### src/rtl/psf_pkg.sv
// shared types, constants and microcode for the predicate stream filter
`timescale 1ns / 1ps
`default_nettype none

package psf_pkg;

  localparam int VALUE_W   = 32;
  localparam int COUNT_W   = 11;
  localparam int MAX_ITEMS = 1024;
  localparam int COUNT_FIELD_MAX = (1 << COUNT_W) - 1;

  localparam logic [COUNT_W-1:0] COUNT_LIMIT =
      (MAX_ITEMS > COUNT_FIELD_MAX) ? COUNT_W'(COUNT_FIELD_MAX) : COUNT_W'(MAX_ITEMS);

  // trial divisors stay below 2^16 while d*d <= value < 2^31
  localparam int DIV_W  = 16;
  localparam int SQ_W   = 32;
  localparam int STEP_W = 18;

  // remainder unit retires this many dividend bits per cycle while ctrl.step is high
  localparam int REM_BITS_PER_CYCLE = 4;
  localparam int REM_CYCLES = VALUE_W / REM_BITS_PER_CYCLE;
  localparam int REM_CNT_W  = $clog2(REM_CYCLES);

  // mod-five fold: sum of eight nibbles fits 7 bits, its folded form 5 bits
  localparam int MOD5_SUM_W = 7;
  localparam int MOD5_RES_W = 5;

  localparam logic [DIV_W-1:0]   DIV_TWO   = DIV_W'(2);
  localparam logic [SQ_W-1:0]    SQ_TWO    = SQ_W'(4);
  localparam logic [SQ_W-1:0]    SQ_TWO_TO_THREE = SQ_W'(5);
  localparam logic [VALUE_W-1:0] BELOW_LIMIT = VALUE_W'(100);
  localparam logic [VALUE_W-1:0] PRIME_MIN   = VALUE_W'(2);

  typedef enum logic [1:0] {
    MODE_DIV5     = 2'd0,
    MODE_BELOW100 = 2'd1,
    MODE_PRIME    = 2'd2,
    MODE_NONE     = 2'd3
  } mode_t;

  localparam mode_t MODE_RESET = MODE_PRIME;

  typedef enum logic [2:0] {
    OP_NOP,
    OP_LOAD,
    OP_SETUP,
    OP_DIV_INIT,
    OP_DIV_STEP,
    OP_DIV_CHECK,
    OP_EMIT
  } op_t;

  typedef enum logic [2:0] {
    C_ALWAYS,
    C_IN_FIRE,
    C_SIMPLE,
    C_PRIME_DONE,
    C_DIV_LAST,
    C_LOOP_AGAIN,
    C_OUT_FREE
  } cond_t;

  localparam int UPC_W = 3;
  typedef logic [UPC_W-1:0] upc_t;

  localparam upc_t UPC_LOAD      = 3'd0;
  localparam upc_t UPC_SETUP     = 3'd1;
  localparam upc_t UPC_DIV_INIT  = 3'd2;
  localparam upc_t UPC_DIV_STEP  = 3'd3;
  localparam upc_t UPC_DIV_CHECK = 3'd4;
  localparam upc_t UPC_EMIT      = 3'd5;

  // hold: stay on this step while the condition is false
  typedef struct packed {
    op_t   op;
    cond_t cond;
    upc_t  target;
    logic  hold;
  } ucw_t;

  typedef struct packed {
    logic init;
    logic step;
  } rem_ctrl_t;

  function automatic ucw_t ucode_rom(upc_t pc);
    ucw_t w;
    unique case (pc)
      UPC_LOAD:      w = '{op: OP_LOAD,      cond: C_IN_FIRE,    target: UPC_SETUP,     hold: 1'b1};
      UPC_SETUP:     w = '{op: OP_SETUP,     cond: C_SIMPLE,     target: UPC_EMIT,      hold: 1'b0};
      UPC_DIV_INIT:  w = '{op: OP_DIV_INIT,  cond: C_PRIME_DONE, target: UPC_EMIT,      hold: 1'b0};
      UPC_DIV_STEP:  w = '{op: OP_DIV_STEP,  cond: C_DIV_LAST,   target: UPC_DIV_CHECK, hold: 1'b1};
      UPC_DIV_CHECK: w = '{op: OP_DIV_CHECK, cond: C_LOOP_AGAIN, target: UPC_DIV_INIT,  hold: 1'b0};
      UPC_EMIT:      w = '{op: OP_EMIT,      cond: C_OUT_FREE,   target: UPC_LOAD,      hold: 1'b1};
      default:       w = '{op: OP_NOP,       cond: C_ALWAYS,     target: UPC_LOAD,      hold: 1'b0};
    endcase
    return w;
  endfunction

endpackage

`default_nettype wire

### src/rtl/psf_rem_unit.sv
// iterative remainder unit, four dividend bits per cycle while ctrl.step is high
`timescale 1ns / 1ps
`default_nettype none

module psf_rem_unit (
  input  wire logic                      clk,
  input  wire logic                      rst_n,
  input  wire psf_pkg::rem_ctrl_t        ctrl,
  input  wire logic [psf_pkg::VALUE_W-1:0] dividend,
  input  wire logic [psf_pkg::DIV_W-1:0]   divisor,
  output logic      [psf_pkg::DIV_W-1:0]   rem,
  output logic                           last
);
  import psf_pkg::*;

  logic [DIV_W-1:0]     rem_r, rem_nxt;
  logic [VALUE_W-1:0]   quo_r, quo_nxt;
  logic [REM_CNT_W-1:0] cnt_r, cnt_nxt;

  logic [DIV_W-1:0]   rem_it;
  logic [VALUE_W-1:0] quo_it;
  logic [DIV_W:0]     part;

  // restoring steps: remainder stays below divisor, so part fits DIV_W+1 bits
  always_comb begin
    rem_it = rem_r;
    quo_it = quo_r;
    part   = '0;
    for (int i = 0; i < REM_BITS_PER_CYCLE; i++) begin
      part   = {rem_it, quo_it[VALUE_W-1]};
      quo_it = {quo_it[VALUE_W-2:0], 1'b0};
      if (part >= {1'b0, divisor}) begin
        part = part - {1'b0, divisor};
      end
      rem_it = part[DIV_W-1:0];
    end
  end

  always_comb begin
    rem_nxt = rem_r;
    quo_nxt = quo_r;
    cnt_nxt = cnt_r;
    if (ctrl.init) begin
      rem_nxt = '0;
      quo_nxt = dividend;
      cnt_nxt = '0;
    end else if (ctrl.step) begin
      rem_nxt = rem_it;
      quo_nxt = quo_it;
      cnt_nxt = cnt_r + REM_CNT_W'(1);
    end
  end

  always_ff @(posedge clk) begin
    if (!rst_n) begin
      cnt_r <= '0;
    end else begin
      cnt_r <= cnt_nxt;
    end
    rem_r <= rem_nxt;
    quo_r <= quo_nxt;
  end

  assign rem  = rem_r;
  assign last = (cnt_r == REM_CNT_W'(REM_CYCLES - 1));

endmodule

`default_nettype wire

### src/rtl/predicate_stream_filter.sv
// top level: microcoded stream filter with divisible-by-five, below-100 and prime tests
//
// Input channel in_*: one word per item (in_value, in_last_item), taken when
// in_valid is high and in_stall low. Result channel out_*: one word per item
// with the value, keep flag, running kept count and end-of-array echo, taken
// when out_valid is high and out_stall low. cfg_filter_mode is written with
// cfg_valid/cfg_ready (ready always high); write it only while idle.
// Items are processed one at a time by a six-step microprogram: load,
// setup, then emit in divisible-by-five, below-100 and unused modes; in
// prime mode setup is followed by a loop over trial divisors (2 and the
// odd numbers up to sqrt(value)), each with a setup step, remainder-unit
// steps up to the last one and a check step, left for emit once d*d exceeds
// the value, the value is below two or a divisor is found. The next item
// can be taken in the cycle after the result is loaded into the output
// register, even while that result still waits.
// If the receiver stalls, the result holds in the output register and the
// sequencer waits on its emit step.
// Reset (synchronous, rst_n low) sets the mode to prime, clears the kept
// count and returns the sequencer to its load step.
`timescale 1ns / 1ps
`default_nettype none

module predicate_stream_filter (
  input  wire logic                               clk,
  input  wire logic                               rst_n,
  input  wire logic                               in_valid,
  output logic                                    in_stall,
  input  wire logic signed [psf_pkg::VALUE_W-1:0] in_value,
  input  wire logic                               in_last_item,
  output logic                                    out_valid,
  input  wire logic                               out_stall,
  output logic signed      [psf_pkg::VALUE_W-1:0] out_value_out,
  output logic                                    out_keep,
  output logic             [psf_pkg::COUNT_W-1:0] out_kept_total,
  output logic                                    out_end_of_array,
  input  wire logic                               cfg_valid,
  output logic                                    cfg_ready,
  input  wire logic        [1:0]                  cfg_filter_mode
);
  import psf_pkg::*;

  upc_t  upc_r, upc_nxt;
  mode_t mode_r;
  ucw_t  w;

  logic [VALUE_W-1:0] value_r, value_nxt;
  logic               last_r, last_nxt;
  logic               match_r, match_nxt;
  logic [VALUE_W-1:0] dvd_r, dvd_nxt;
  logic [DIV_W-1:0]   div_r, div_nxt;
  logic [SQ_W-1:0]    sq_r, sq_nxt;
  logic [COUNT_W-1:0] kept_r, kept_nxt;

  logic               out_valid_r, out_valid_nxt;
  logic [VALUE_W-1:0] out_value_r, out_value_nxt;
  logic               out_keep_r, out_keep_nxt;
  logic [COUNT_W-1:0] out_total_r, out_total_nxt;
  logic               out_eoa_r, out_eoa_nxt;

  logic               in_fire, out_fire, out_free, cond_true;
  logic               is_simple, prime_done, loop_again, rem_zero;
  logic [MOD5_SUM_W-1:0] nib_sum;
  logic [MOD5_RES_W-1:0] res5;
  logic               div5_hit;
  logic [COUNT_W-1:0] total;
  logic [STEP_W-1:0]  sq_step;

  rem_ctrl_t          rem_ctrl;
  logic [DIV_W-1:0]   rem;
  logic               rem_last;

  psf_rem_unit u_rem (
    .clk      (clk),
    .rst_n    (rst_n),
    .ctrl     (rem_ctrl),
    .dividend (dvd_r),
    .divisor  (div_r),
    .rem      (rem),
    .last     (rem_last)
  );

  assign w         = ucode_rom(upc_r);
  assign in_stall  = (upc_r != UPC_LOAD);
  assign in_fire   = in_valid && !in_stall;
  assign out_fire  = out_valid_r && !out_stall;
  assign out_free  = !out_valid_r || !out_stall;
  assign cfg_ready = 1'b1;

  // 16 is 1 mod 5, so the nibble sum keeps the residue of the word
  always_comb begin
    nib_sum = '0;
    for (int i = 0; i < VALUE_W / 4; i++) begin
      nib_sum = nib_sum + MOD5_SUM_W'(value_r[4*i +: 4]);
    end
    res5 = MOD5_RES_W'(nib_sum[MOD5_SUM_W-1:4]) + MOD5_RES_W'(nib_sum[3:0]);
    if (res5 >= MOD5_RES_W'(20)) begin
      res5 = res5 - MOD5_RES_W'(20);
    end
    if (res5 >= MOD5_RES_W'(10)) begin
      res5 = res5 - MOD5_RES_W'(10);
    end
    if (res5 >= MOD5_RES_W'(5)) begin
      res5 = res5 - MOD5_RES_W'(5);
    end
  end

  // 2^32 is 1 mod 5: a negative word's magnitude is a multiple of five when its bits leave 1
  assign div5_hit   = value_r[VALUE_W-1] ? (res5 == MOD5_RES_W'(1)) : (res5 == '0);

  assign rem_zero   = (rem == '0);
  assign is_simple  = (mode_r == MODE_BELOW100) || (mode_r == MODE_NONE) ||
                      (mode_r == MODE_DIV5);
  // negative or below two ends the prime test at once, as does d*d > value
  assign prime_done = (mode_r == MODE_PRIME) &&
                      (value_r[VALUE_W-1] || (value_r < PRIME_MIN) || (sq_r > value_r));
  assign loop_again = (mode_r == MODE_PRIME) && !rem_zero;
  // (d+2)^2 - d^2 for odd divisors
  assign sq_step    = {div_r, 2'b00} + STEP_W'(4);
  assign total      = kept_r + COUNT_W'(!match_r && (kept_r < COUNT_LIMIT));

  assign rem_ctrl.init = (w.op == OP_DIV_INIT);
  assign rem_ctrl.step = (w.op == OP_DIV_STEP);

  always_comb begin
    unique case (w.cond)
      C_ALWAYS:     cond_true = 1'b1;
      C_IN_FIRE:    cond_true = in_fire;
      C_SIMPLE:     cond_true = is_simple;
      C_PRIME_DONE: cond_true = prime_done;
      C_DIV_LAST:   cond_true = rem_last;
      C_LOOP_AGAIN: cond_true = loop_again;
      C_OUT_FREE:   cond_true = out_free;
      default:      cond_true = 1'b1;
    endcase
  end

  always_comb begin
    priority if (cond_true) begin
      upc_nxt = w.target;
    end else if (w.hold) begin
      upc_nxt = upc_r;
    end else begin
      upc_nxt = upc_r + UPC_W'(1);
    end
  end

  always_comb begin
    value_nxt     = value_r;
    last_nxt      = last_r;
    match_nxt     = match_r;
    dvd_nxt       = dvd_r;
    div_nxt       = div_r;
    sq_nxt        = sq_r;
    kept_nxt      = kept_r;
    out_value_nxt = out_value_r;
    out_keep_nxt  = out_keep_r;
    out_total_nxt = out_total_r;
    out_eoa_nxt   = out_eoa_r;
    out_valid_nxt = out_fire ? 1'b0 : out_valid_r;

    unique case (w.op)
      OP_LOAD: begin
        if (in_fire) begin
          value_nxt = in_value;
          last_nxt  = in_last_item;
        end
      end
      OP_SETUP: begin
        dvd_nxt = value_r;
        div_nxt = DIV_TWO;
        sq_nxt  = SQ_TWO;
        unique case (mode_r)
          MODE_DIV5:     match_nxt = div5_hit;
          MODE_BELOW100: match_nxt = value_r[VALUE_W-1] || (value_r < BELOW_LIMIT);
          MODE_PRIME:    match_nxt = !value_r[VALUE_W-1] && (value_r >= PRIME_MIN);
          MODE_NONE:     match_nxt = 1'b0;
          default:       match_nxt = 1'b0;
        endcase
      end
      OP_DIV_CHECK: begin
        if (rem_zero) begin
          // divisor found: composite
          match_nxt = 1'b0;
        end
        if (div_r == DIV_TWO) begin
          div_nxt = div_r + DIV_W'(1);
          sq_nxt  = sq_r + SQ_TWO_TO_THREE;
        end else begin
          div_nxt = div_r + DIV_W'(2);
          sq_nxt  = sq_r + SQ_W'(sq_step);
        end
      end
      OP_EMIT: begin
        if (out_free) begin
          out_valid_nxt = 1'b1;
          out_value_nxt = value_r;
          out_keep_nxt  = !match_r;
          out_total_nxt = total;
          out_eoa_nxt   = last_r;
          kept_nxt      = last_r ? '0 : total;
        end
      end
      OP_NOP, OP_DIV_INIT, OP_DIV_STEP: begin
      end
      default: begin
      end
    endcase
  end

  always_ff @(posedge clk) begin
    if (!rst_n) begin
      upc_r       <= UPC_LOAD;
      mode_r      <= MODE_RESET;
      kept_r      <= '0;
      out_valid_r <= 1'b0;
    end else begin
      upc_r       <= upc_nxt;
      kept_r      <= kept_nxt;
      out_valid_r <= out_valid_nxt;
      if (cfg_valid && cfg_ready) begin
        mode_r <= mode_t'(cfg_filter_mode);
      end
    end
    value_r     <= value_nxt;
    last_r      <= last_nxt;
    match_r     <= match_nxt;
    dvd_r       <= dvd_nxt;
    div_r       <= div_nxt;
    sq_r        <= sq_nxt;
    out_value_r <= out_value_nxt;
    out_keep_r  <= out_keep_nxt;
    out_total_r <= out_total_nxt;
    out_eoa_r   <= out_eoa_nxt;
  end

  assign out_valid        = out_valid_r;
  assign out_value_out    = out_value_r;
  assign out_keep         = out_keep_r;
  assign out_kept_total   = out_total_r;
  assign out_end_of_array = out_eoa_r;

endmodule

`default_nettype wire

### config.mk
export PLATFORM = sky130hd
export DESIGN_NAME = predicate_stream_filter
export DESIGN_NICKNAME = d
export VERILOG_FILES = /design/src/rtl/psf_pkg.sv /design/src/rtl/psf_rem_unit.sv /design/src/rtl/predicate_stream_filter.sv
export SDC_FILE = /design/constraint.sdc
export NUM_CORES = 1
export LEC_CHECK = 0
export BUFFER_PORTS_ARGS = -buffer_cell sky130_fd_sc_hd__buf_2
export CORE_AREA = 3 3 184 186
export DETAILED_ROUTE_END_ITERATION = 16
export DIE_AREA = 0 0 187 189
export GPL_TIMING_DRIVEN = 0
export PLACE_DENSITY = 0.79
export SYNTH_ARGS = -nofsm -noshare
export SYNTH_HDL_FRONTEND = slang
export SYNTH_HIERARCHICAL = 1
export SYNTH_SLANG_ARGS = --single-unit
export TNS_END_PERCENT = 30
### constraint.sdc
create_clock -name clk -period 9.6 [get_ports clk]
set_input_delay 0.96 -clock clk [delete_from_list [all_inputs] [get_ports clk]]
set_output_delay 0.96 -clock clk [all_outputs]
set_load 0.01 [all_outputs]
==> results of run 1 <==
[worst max-delay path: cells and delay by family (launching register included)]
family	cells	cell delay, ps
simple gates	9	2060
compound gates	17	3230
buf+inv	6	990
fa+ha+maj	4	1330
mux	3	1070
flops	1	360
[cell usage in the layout (no fill, tap or decap), types with 7 or more instances in the layout]
master / n
buf_4: 33
nand2b_1: 16
a21oi_1: 105
mux2i_1: 16
a211oi_1: 25
o21bai_1: 7
a311oi_1: 10
nor3b_1: 7
and3_1: 16
nor3_1: 15
xnor2_1: 56
inv_1: 119
o21a_1: 18
a21o_1: 28
ha_1: 131
mux2_2: 52
fa_1: 29
nand3_1: 41
clkbuf_16: 25
edfxtp_1: 191
buf_6: 7
or3_1: 10
o21ai_0: 84
o211ai_1: 15
nor4_1: 23
and2_1: 20
clkbuf_1: 33
nor2_1: 126
buf_2: 92
a211o_1: 8
o31ai_1: 12
xor2_1: 53
or4_1: 7
nand2_1: 99
nor2b_1: 18
nand4_1: 39
dfxtp_1: 36
[registers in the layout, indices dropped and copies added (netlist names)]
name	cells
upc_r	3
value_r	32
kept_r	11
u_rem/rem	16
out_kept_total	11
out_valid	1
mode_r	2
dvd_r	32
out_end_of_array	1
sq_r	32
match_r	1
u_rem/quo_r	32
out_value_out	32
u_rem/cnt_r	3
out_keep	1
last_r	1
div_r	16
[cell families (layout without fill, tap and decap cells)]
family	Yosys count	after routing	synth area share, %
mux	70	70	4.77
compound gates	395	395	16.0
other cells	1	1	0.0232
flops	227	227	40.0
fa+ha+maj	166	166	14.2
buf+inv	182	342	4.67
simple gates	464	464	14.4
xor+xnor	109	109	5.91
[final timing paths]
check,from,endpoint,slack [ps]
max,div_r[8]$_SDFFCE_PN0N_,u_rem/rem[11]$_SDFFE_PP0P_,390
min,last_r$_DFFE_PP_,out_end_of_array$_DFFE_PP_,460
max reg2reg,div_r[8]$_SDFFCE_PN0N_,u_rem/rem[11]$_SDFFE_PP0P_,390
min reg2reg,last_r$_DFFE_PP_,out_end_of_array$_DFFE_PP_,460
[layer usage]
metal  wire length [um]  GRT usage [%]  vias to the layer above  share of wire, %
li1                   -              -                     6250                 -
met1              17900           31.2                     6400                41
met2              20500           39.8                      603                47
met3               3180           3.20                      125               7.3
met4               1820           8.61                        0               4.2
met5                  0              0                        -                 0
[area by class of cell]
class,instances,area [um2],area share [%]
Clock inverter,17,231,1.25
Buffer,51,274,1.48
Sequential cell,227,6460,34.9
Timing Repair Buffer,118,693,3.75
Inverter,128,492,2.66
Tap cell,442,553,2.99
Multi-Input combinational cell,1205,9140,49.5
Clock buffer,28,637,3.45
[per-stage QoR]
step                      TNS (ps)  hold WS, ps  utilization [%]  setup WS, ps  instances
final                            0          462             56.9           388       2216
after global routing          -343          492             56.9         -85.2       2216
after CTS                        0          465             55.9           118       2193
after detailed placement    -23290          450             52.9         -1640       2145
after global placement      -22380          441             52.8         -1540       2142
after floorplan                  0          424                -           580       1614
[what timing repair did]
item / in CTS / in global routing
setup buffers: 5 / 22
pin swaps: 1 / 10
gates cloned: 0 / 2
setup endpoints to repair: 16 / 16
gates resized for setup: 22 / 40
==> impl_metrics.tcl, run 1 <==
set metrics [dict create \
    hold_path_depth 0 \
    cp_data_arrival_time_ps 9580 \
    routed_wl_um 43400 \
    h-tree-depth 1 \
    area_delta_synth_final_pct 14.4 \
    finalSetupViolCount 0 \
    critPathKind "flop to flop" \
    cts-root-buf "clkbuf_16" \
    netlist_instances 1614 \
    fin_crit_ps 9210 \
    grt_pass1_wl_um 67600 \
    finalHoldViolCount 0 \
    post-synth-top-count-cell "edfxtp_1" \
    place_congestion 0.963 \
    start_util_pct 49.8 \
    seq_area_frac_synth_pct 40.0 \
    drc 0 \
    clk_latency_ps 520 \
    drv_slew 0 \
    drt_iter0_markers 1147 \
    end_kind "flop" \
    core_area_mm2 0.0325 \
    port_buffers 86 \
    detail-route-antenna-nets 0 \
    clkSinkCount 227 \
    cts_buffers 25 \
    synth_common_cells "191 x edfxtp_1, 137 x ha_1, 128 x inv_1, 127 x nor2_1, 112 x a21oi_1" \
    worst_slew_pin_slew_ps 1350 \
    dpl.hpwl_um 32200 \
    detail_route.wl_per_cell_um 19.6 \
    die_x_um 187 \
    tritoncts "done" \
    start_kind "flop" \
    synth_area_leaders "edfxtp_1 36%, ha_1 11%, dfxtp_1 4.5%" \
    syn_area_per_cell_um2 10.0 \
    fin_crit_sh_pct 96.0 \
    vias 13400 \
    yosysTopAreaCell "edfxtp_1" \
    synth_top_area_share_pct 35.5 \
    drtPass1Iterations 5 \
    pin_count 88 \
    die_h_um 189 \
    status "completed" \
    placed_area_mm2 0.0172 \
    syn_area_mm2 0.0161 \
    fp.dieArea_mm2 0.0353 \
    path_clk_slew_ps 70 \
    fin_area_mm2 0.0185 \
    synth_edf_count 191 \
    slowest_delay_ps 490 \
    fin_nets 1962 \
    synthFlopType "edfxtp_1" \
    synth_cell_types 80 \
    diodes 0 \
    vias_per_cell 6.04 \
    grtUsageTotal_pct 23.6 \
    drv_cap 0 \
    drive_gt1_share_pct 17.0 \
    cts.path.max_buffers 3 \
    antenna_found_initial 0 \
    crit_slowest_cell "or4_1" \
    reg2regPathDepth 39 \
    worstHoldPathType "flop to flop" \
    nFillCells 2660 \
    worstPathMaxFanout 10 \
    grt_pass1_vias 12700 \
    fmax_mhz 109 \
    synth_async_sr_flop_share_pct 0 \
    row_count 66 \
    yosys_register_bits 227 \
    cts_hold_buf 0 \
    clock_skew_ps 14.9 \
    yosysWarnings 6 \
    grt_overflow 0 \
    required_ps 9970 \
    grt_max_degree 47 \
    syn_nets 1820 \
    max_slew_margin_pct 9.95 \
]
Power of run 1 is not shown: default switching activity piles up to over one toggle a cycle in this logic, so the estimate is an artifact.
==> run 2: changes to the inputs <==
--- a/config.mk
+++ b/config.mk
@@ -6,11 +6,11 @@
 export NUM_CORES = 1
 export LEC_CHECK = 0
 export BUFFER_PORTS_ARGS = -buffer_cell sky130_fd_sc_hd__buf_2
-export CORE_AREA = 3 3 184 186
+export CORE_AREA = 2 2 191 193
 export DETAILED_ROUTE_END_ITERATION = 16
-export DIE_AREA = 0 0 187 189
+export DIE_AREA = 0 0 193 195
 export GPL_TIMING_DRIVEN = 0
-export PLACE_DENSITY = 0.79
+export PLACE_DENSITY = 0.75
 export SYNTH_ARGS = -nofsm -noshare
 export SYNTH_HDL_FRONTEND = slang
 export SYNTH_HIERARCHICAL = 1
==> impl_metrics.tcl, run 2 (same netlist as run 1, synthesis figures left out) <==
set metrics [dict create \
    grt_pass1_vias 12500 \
    crit_slowest_cell "or4_1" \
    vias_per_cell 5.85 \
    core_area_mm2 0.0354 \
    path_clk_slew_ps 60 \
    antenna_found_initial 0 \
    cts_buffers 24 \
    die_h_um 195 \
    routed_wl_um 43100 \
    r2r_start "div_r[5]$_SDFFCE_PN0N_" \
    cts.path.max_buffers 3 \
    critPathKind "flop to flop" \
    cpMostUsedCell "buf_6" \
    final_common_cell "edfxtp_1" \
    cp_data_arrival_time_ps 9560 \
    drc 0 \
    cts_hold_buf 0 \
    required_ps 10000 \
    worst_slew_pin_slew_ps 1330 \
    area_delta_synth_final_pct 13.4 \
    worstPathMaxFanout 10 \
    detail-route-antenna-nets 0 \
    grt_overflow 0 \
    clkSinkCount 227 \
    row_count 69 \
    status "completed" \
    grtUsageTotal_pct 22.5 \
    drtPass1Iterations 5 \
    start_kind "flop" \
    finalSetupViolCount 0 \
    fp.dieArea_mm2 0.0376 \
    fin_crit_sh_pct 95.5 \
    placedCellCount 2163 \
    reg2regPathDepth 41 \
    detail_route.wl_per_cell_um 19.3 \
    hold_path_depth 0 \
    fmax_mhz 109 \
    drt_iter0_markers 1121 \
    slowest_delay_ps 530 \
    pin_count 88 \
    cts-root-buf "clkbuf_16" \
    grt_max_degree 46 \
    start_util_pct 45.6 \
    fin_crit_ps 9170 \
    reg2reg_slack_ps 430 \
    dpl.hpwl_um 32200 \
    place_congestion 0.968 \
    clk_latency_ps 530 \
    worst_r2r_endpoint "u_rem/rem[14]$_SDFFE_PP0P_" \
    clock_skew_ps 17.8 \
    layout_common_cells "191 x edfxtp_1, 131 x ha_1, 126 x nor2_1" \
    end_kind "flop" \
    h-tree-depth 1 \
    max_slew_margin_pct 11.1 \
    final_cells 2228 \
    worstHoldPathType "flop to flop" \
    min_from "last_r$_DFFE_PP_" \
    drv_slew 0 \
    whs_endpoint "out_end_of_array$_DFFE_PP_" \
    drv_cap 0 \
    fin_nets 1955 \
    die_x_um 193 \
    finalHoldViolCount 0 \
    tritoncts "done" \
    drive_gt1_share_pct 16.3 \
    grt_pass1_wl_um 67100 \
    vias 13000 \
    port_buffers 86 \
]
-- run 2: cell count changes in the layout (fill, tap and decap cells not counted), moves of 3 or more --
cell / delta
buf_4: -5
bufinv_16: -4
a2111oi_0: +3
a2111oi_1: -3
-- run 2: layout make-up --
type / count / area, um2
Fill cell: 3169 / 17100
Multi-Input combinational cell: 1205 / 9120
Sequential cell: 227 / 6460
Clock buffer: 28 / 637
Timing Repair Buffer: 110 / 636
Tap cell: 461 / 577
Inverter: 128 / 488
Buffer: 53 / 289
Clock inverter: 15 / 108
Antenna cell: 1 / 2.50
-- run 2: worst max path at each step --
stage | start | to | slack [ps] | depth (start not counted)
finish | div_r[5]$_SDFFCE_PN0N_ | u_rem/rem[14]$_SDFFE_PP0P_ | 430 | 41
global route | div_r[5]$_SDFFCE_PN0N_ | u_rem/rem[9]$_SDFFE_PP0P_ | -30 | 46
global placement | div_r[1]$_SDFFCE_PN1N_ | u_rem/rem[11]$_SDFFE_PP0P_ | -1660 | 41
floorplan | div_r[1]$_SDFFCE_PN1N_ | u_rem/rem[1]$_SDFFE_PP0P_ | 580 | 40
detailed placement | div_r[1]$_SDFFCE_PN1N_ | u_rem/rem[11]$_SDFFE_PP0P_ | -1790 | 41
CTS | div_r[9]$_SDFFCE_PN0N_ | u_rem/rem[14]$_SDFFE_PP0P_ | 40 | 41
-- run 2: critical path, delay by kind of cell, from the launching register on --
family	cells	cell delay (ps)
AOI/OAI and AO/OA	21	4010
muxes	2	730
buffers and inverters	6	1020
DFF	1	400
and+or+nand+nor	7	1190
xor gates and xnor gates	1	180
adders and majority gates	4	1500
-- run 2: what timing repair did --
action,4_1_cts,5_1_grt
pin swaps,2,10
resized for setup,27,30
gates cloned,0,0
endpoints found under the setup margin,16,16
buffers inserted,8,14
-- run 2: metrics by stage --
step | setup slack [ps] | hold slack (ps) | utilization, % | setup TNS, ps | area [um2]
final | 435 | 462 | 51.7 | 0 | 18300
after global routing | -30.0 | 466 | 51.7 | -53.3 | 18300
after CTS | 36.1 | 466 | 51.1 | 0 | 18100
after detailed placement | -1790 | 455 | 48.6 | -27000 | 17200
after global placement | -1660 | 447 | 48.5 | -24760 | 17200
after floorplan | 580 | 424 | - | 0 | 16100
-- run 2: metal layers --
layer / track usage [%] / vias up / routed length [um]
met3: 2.66 / 91 / 2760
met5: 0 / - / 0
met2: 37.2 / 454 / 20300
met4: 7.77 / 0 / 1510
li1: - / 6236 / -
met1: 30.6 / 6260 / 18500
Power of run 2 is left out for the same reason.
